--- src/rtl/erm_pkg.sv ---
package erm_pkg;

	localparam int TRIG_ITERATIONS = 16;
	localparam int ATAN_ENTRIES    = 24;
	localparam int N_ITER = (TRIG_ITERATIONS > ATAN_ENTRIES) ? ATAN_ENTRIES : TRIG_ITERATIONS;
	localparam int LANE_STAGES  = N_ITER + 1;     // fold + iterations
	localparam int MERGE_STAGES = 4;
	localparam int PIPE_DEPTH   = LANE_STAGES + MERGE_STAGES;

	typedef logic signed [33:0] cq_t;   // Q30 CORDIC word
	typedef logic signed [23:0] tv_t;   // Q20 sine / cosine
	typedef logic signed [47:0] pr_t;   // Q40 product
	typedef logic signed [51:0] pp_t;   // partial Q60 product
	typedef logic signed [15:0] ent_t;  // Q1.14 entry

	localparam cq_t CORDIC_GAIN = 34'sd652032874;
	localparam cq_t PI_Q30      = 34'sd3373259426;
	localparam cq_t HALF_PI_Q30 = 34'sd1686629713;
	localparam logic signed [65:0] HALF_Q46 = 66'sd1 <<< 45;
	localparam logic signed [65:0] ENT_MAX  = 66'sd16384;

	function automatic cq_t atan_q30(input int idx);
		cq_t r;
		case (idx)
			0:  r = 34'h03243F6A8;
			1:  r = 34'h01DAC6705;
			2:  r = 34'h00FADBAFC;
			3:  r = 34'h007F56EA6;
			4:  r = 34'h003FEAB76;
			5:  r = 34'h001FFD55B;
			6:  r = 34'h000FFFAAA;
			7:  r = 34'h0007FFF55;
			8:  r = 34'h0003FFFEA;
			9:  r = 34'h0001FFFFD;
			10: r = 34'h0000FFFFF;
			11: r = 34'h00007FFFF;
			12: r = 34'h00003FFFF;
			13: r = 34'h00001FFFF;
			14: r = 34'h00000FFFF;
			15: r = 34'h000007FFF;
			16: r = 34'h000003FFF;
			17: r = 34'h000001FFF;
			18: r = 34'h000000FFF;
			19: r = 34'h0000007FF;
			20: r = 34'h0000003FF;
			21: r = 34'h0000001FF;
			22: r = 34'h0000000FF;
			23: r = 34'h00000007F;
			default: r = '0;
		endcase
		return r;
	endfunction

	// Q60 sum to clamped Q1.14, round half up
	function automatic ent_t round_clamp(input logic signed [65:0] q60);
		logic signed [65:0] v;
		v = (q60 + HALF_Q46) >>> 46;
		if (v > ENT_MAX)
			v = ENT_MAX;
		else if (v < -ENT_MAX)
			v = -ENT_MAX;
		return v[15:0];
	endfunction

endpackage

--- src/rtl/erm_cordic.sv ---
module erm_cordic
	import erm_pkg::*;
(
	input  logic                   clk,
	input  logic [LANE_STAGES-1:0] adv,
	input  logic signed [15:0]     angle,
	output cq_t                    x,
	output cq_t                    y,
	output logic                   neg_cos
);

	cq_t  x_q [0:N_ITER];
	cq_t  y_q [0:N_ITER];
	cq_t  z_q [0:N_ITER];
	logic n_q [0:N_ITER];
	cq_t  z_in;

	assign z_in = cq_t'($signed({angle, 17'b0}));

	// fold into [-pi/2, pi/2]
	always_ff @(posedge clk) begin
		if (adv[0]) begin
			x_q[0] <= CORDIC_GAIN;
			y_q[0] <= '0;
			if (z_in > HALF_PI_Q30) begin
				z_q[0] <= PI_Q30 - z_in;
				n_q[0] <= 1'b1;
			end else if (z_in < -HALF_PI_Q30) begin
				z_q[0] <= -PI_Q30 - z_in;
				n_q[0] <= 1'b1;
			end else begin
				z_q[0] <= z_in;
				n_q[0] <= 1'b0;
			end
		end
	end

	for (genvar i = 0; i < N_ITER; i++) begin : g_iter
		always_ff @(posedge clk) begin
			if (adv[i+1]) begin
				n_q[i+1] <= n_q[i];
				if (!z_q[i][33]) begin
					x_q[i+1] <= x_q[i] - (y_q[i] >>> i);
					y_q[i+1] <= y_q[i] + (x_q[i] >>> i);
					z_q[i+1] <= z_q[i] - atan_q30(i);
				end else begin
					x_q[i+1] <= x_q[i] + (y_q[i] >>> i);
					y_q[i+1] <= y_q[i] - (x_q[i] >>> i);
					z_q[i+1] <= z_q[i] + atan_q30(i);
				end
			end
		end
	end

	assign x       = x_q[N_ITER];
	assign y       = y_q[N_ITER];
	assign neg_cos = n_q[N_ITER];

endmodule

--- config.mk ---
export PLATFORM = sky130hd
export DESIGN_NAME = erm_cordic
export DESIGN_NICKNAME = d
export VERILOG_FILES = /design/src/rtl/erm_pkg.sv /design/src/rtl/erm_cordic.sv
export SDC_FILE = /design/constraint.sdc
export NUM_CORES = 2
export LEC_CHECK = 0
export ABC_AREA = 0
export BUFFER_PORTS_ARGS = -buffer_cell sky130_fd_sc_hd__buf_2
export CAP_MARGIN = 20
export CORE_MARGIN = 10
export CORE_UTILIZATION = 55
export DETAILED_ROUTE_END_ITERATION = 10
export HOLD_SLACK_MARGIN = 0.15
export MAX_ROUTING_LAYER = met4
export PLACE_DENSITY = 0.86
export SETUP_SLACK_MARGIN = 0.3
export SYNTH_ARGS = -nofsm -noshare
export SYNTH_HDL_FRONTEND = slang
export SYNTH_SLANG_ARGS = --single-unit
--- constraint.sdc ---
create_clock -name clk -period 5.2 [get_ports clk]
set_input_delay 0.52 -clock clk [delete_from_list [all_inputs] [get_ports clk]]
set_output_delay 0.52 -clock clk [all_outputs]
set_load 0.05 [all_outputs]
==> results by group <==
Worst setup path
  • Startpoint Class: register
  • RR Endpoint: x_q[14][21]
  • Crit. End Element: register
  • CP Data Arrival Time: about 5.4 ns
  • Reg2reg start: y_q[13][19]
  • Crit path kind: register to register
  • Flop2flop setup slack: between 0.3 and 0.4 ns
  • Critical path required time: between 5 and 6 ns
  • R2R cell count: 19
  • CP Max Fanout: 6

Worst hold path
  • Hold Crit Depth: 3
  • Critical hold path startpoint: angle[4]
  • Hold endpoint: z_q[0][23]
  • Hold Crit Class: input pin to register

Detailed routing
  • Wirelength, routed: around 310000 um
  • Post-route DRC: 0
  • Initial DRC count: about 8100
  • Pre-antenna DRT Iters: 7
  • Routed Antenna Nets: 0
  • Via count: roughly 100k
  • Via density: approximately 6.2
  • WL per Instance: between 15 and 20 um

STA
  • Fmax: around 210 MHz
  • Period utilization: 92.7%
  • Least-Margin Pin Slew: around 1 ns
  • Final slew viol count: 0
  • Rel. slew slack: between 30% and 40%
  • Hold Vio Cnt, Final: 0
  • Min Clock Period, post-route: between 4 and 5 ns
  • Final setup vio count: 0
  • Clock skew: about 0.074 ns
  • RSZ-0062 raised after global routing: true
  • Setup TNS: 0 ns

Yosys
  • Synth Area per Inst: 9.61 um^2
  • Top cell type's share of synthesized area: between 30% and 40%
  • Post-synth top flop: edfxtp_1
  • Async SR Flop Fraction: 0%
  • Syn. warnings: 0
  • Register area share after synthesis: between 30% and 40%
  • Synthesized instance count: 13000
  • Netlist cell types: 86
  • Top cells by area, synth: edfxtp_1 36%, ha_1 14%, xnor2_1 8.7%
  • EDFF count, synth: about 1500
  • Netlist Area Pre-Place: about 130000 um^2
  • Synth Register Bits: around 1500
  • Largest area contributor in the netlist: edfxtp_1
  • Syn nets: ~15000

Global routing
  • Largest net degree at the start of global routing: between 70 and 80
  • Total grt overflow: 0
  • Global Route Usage Sum: between 20% and 30%
  • Antenna violations before repair: 9
  • Vias in the first global route: around 97000
  • First-pass GRT wire length: 497000 um

Floorplanning
  • Die Span Y: roughly 500 um
  • Starting Density: between 50 and 60%
  • Core Footprint: 227000 um^2
  • Row count: 175
  • Die Area: roughly 250000 um^2
  • I/O pins: about 100
  • Die width: 497 um

Finish
  • Layout cell share with drive strength beyond 1: under 10%
  • Area grow syn2layout: 9.87%
  • Commonest cells after routing, fill and taps aside: 1492 x edfxtp_1, 1422 x ha_1, 1384 x a21oi_1
  • Fillers: ~18000
  • Most common cell after layout, fill and taps aside: edfxtp_1
  • Nets: 14900

Placed design
  • I/O Buffers: between 100 and 150
  • Final Wtd Congestion: between 0.9 and 1
  • Half-perimeter wire length after placement: between 200000 and 250000 um

CTS
  • Clk root buf: clkbuf_16
  • Clock Sinks: 1492
  • Max Buffers Root-to-Sink: 3
  • CTS clk-pin slew, worst paths: roughly 0.060 ns
  • Worst-Skew Late Latency: 0.85 ns
  • CTS buffer count: roughly 170
  • Htree depth: 4
  • CTS tree: built

Job
  • Max-cap violations: 0

Run status
  • Status: finished clean
-- cell usage after synthesis (all sizes together), types with 42 or more instances --
| library cell | n |
|---|---|
| and2 | 59 |
| ha | 1427 |
| nand3 | 231 |
| inv | 550 |
| edfxtp | 1492 |
| nand2 | 751 |
| a21boi | 43 |
| xnor2 | 1245 |
| o21a | 215 |
| a31oi | 124 |
| or3 | 85 |
| clkbuf | 178 |
| o211ai | 68 |
| o21bai | 163 |
| nand2b | 208 |
| o41ai | 58 |
| a211oi | 119 |
| o31ai | 142 |
| nor3 | 277 |
| mux2i | 68 |
| fa | 43 |
| nand4 | 103 |
| buf | 42 |
| xor2 | 628 |
| o21ai | 732 |
| and3 | 122 |
| a21o | 656 |
| a21oi | 1403 |
| nor4 | 78 |
| nor2 | 979 |
| nor2b | 173 |
-- kinds of logic (layout without fill, tap and decap cells) --
kind of cell,Yosys count,count (layout),share of synthesized area [%]
XOR/XNOR,1874,1874,13.1
other,0,5,0
buffers and inverters,771,1220,2.31
AND/OR/NAND/NOR,3238,3238,12.4
flip-flops,1492,1492,35.7
adder cells (fa/ha/maj),1470,1470,14.9
AO/OA/AOI/OAI,4093,4093,20.7
multiplexers,109,109,0.911
-- registers in the layout, summed over array words and instances (netlist names) --
| register | flops |
|---|---|
| y_q | 511 |
| x_q | 484 |
| z_q | 481 |
| n_q | 16 |
-- critical path, stage by stage, from the launching register on --
cell      delay, ns
edfxtp_1       0.43
or4_4          0.58
or3_4          0.36
or4_4          0.45
nor4_4         0.14
buf_4          0.16
nor2_1         0.05
xnor2_1        0.18
ha_2           0.34
a21o_1         0.24
nor4_2         0.17
o21ai_1        0.13
a21oi_2        0.11
buf_4          0.16
nor3b_2        0.06
o21a_1         0.19
o21a_1         0.16
o21a_1         0.19
o41ai_2        0.34
xnor2_1        0.10
-- how the worst max path moves through the flow --
stage,from,endpoint,slack [ns]
6_report,y_q[13][19],x_q[14][21],0.38
5_1_grt,y_q[8][11],x_q[9][32],0.16
4_1_cts,y_q[9][12],x_q[10][30],0.29
3_5_place_dp,x_q[9][12],y_q[10][33],0.14
3_3_place_gp,x_q[9][13],y_q[10][33],0.1
2_1_floorplan,adv[6],x_q[6][32],0.31
-- metrics by stage --
step | setup WS (ns) | cell area, um^2 | std cells | util [%] | hold WS [ns]
global route | 0.162 | 138000 | 16500 | 60.7 | 0.199
detailed placement | 0.136 | 130000 | 16100 | 57.4 | 0.405
global placement | 0.0978 | 130000 | 16100 | 57.4 | 0.401
finish | 0.380 | 138000 | 16500 | 60.7 | 0.222
CTS | 0.286 | 136000 | 16400 | 60.0 | 0.166
floorplan | 0.313 | 125000 | 13000 | - | 0.400
-- per-layer routing --
layer | share of wire (%) | vias up | track usage, %
li1 | - | 49300 | -
met5 | 0 | - | -
met3 | 5.8 | 928 | 3.22
met1 | 40 | 47800 | 28.1
met2 | 50 | 3478 | 42.7
met4 | 5.0 | 0 | 10.7
-- final cells by class --
cell class	count	area (um^2)	share of cell area [%]
diodes	5	12.5	0.00908
well taps	3009	3760	2.73
multi-input cells	10800	78800	57.2
repair buffers	363	2580	1.87
clock buffers	194	4390	3.18
inverters	551	2070	1.50
flip-flops and latches	1492	44800	32.5
clock inverters	112	1330	0.967
-- timing repair --
item,in CTS,in global routing
hold buffers,16,0
pin swaps,4,49
endpoints found under the setup margin,31,141
hold endpoints to repair,36,0
gates resized for setup,31,191
buffers inserted,2,67
Power is left out: the tool's default activity adds up to more than one toggle a clock period on the data nets, which glitch-free logic cannot reach.
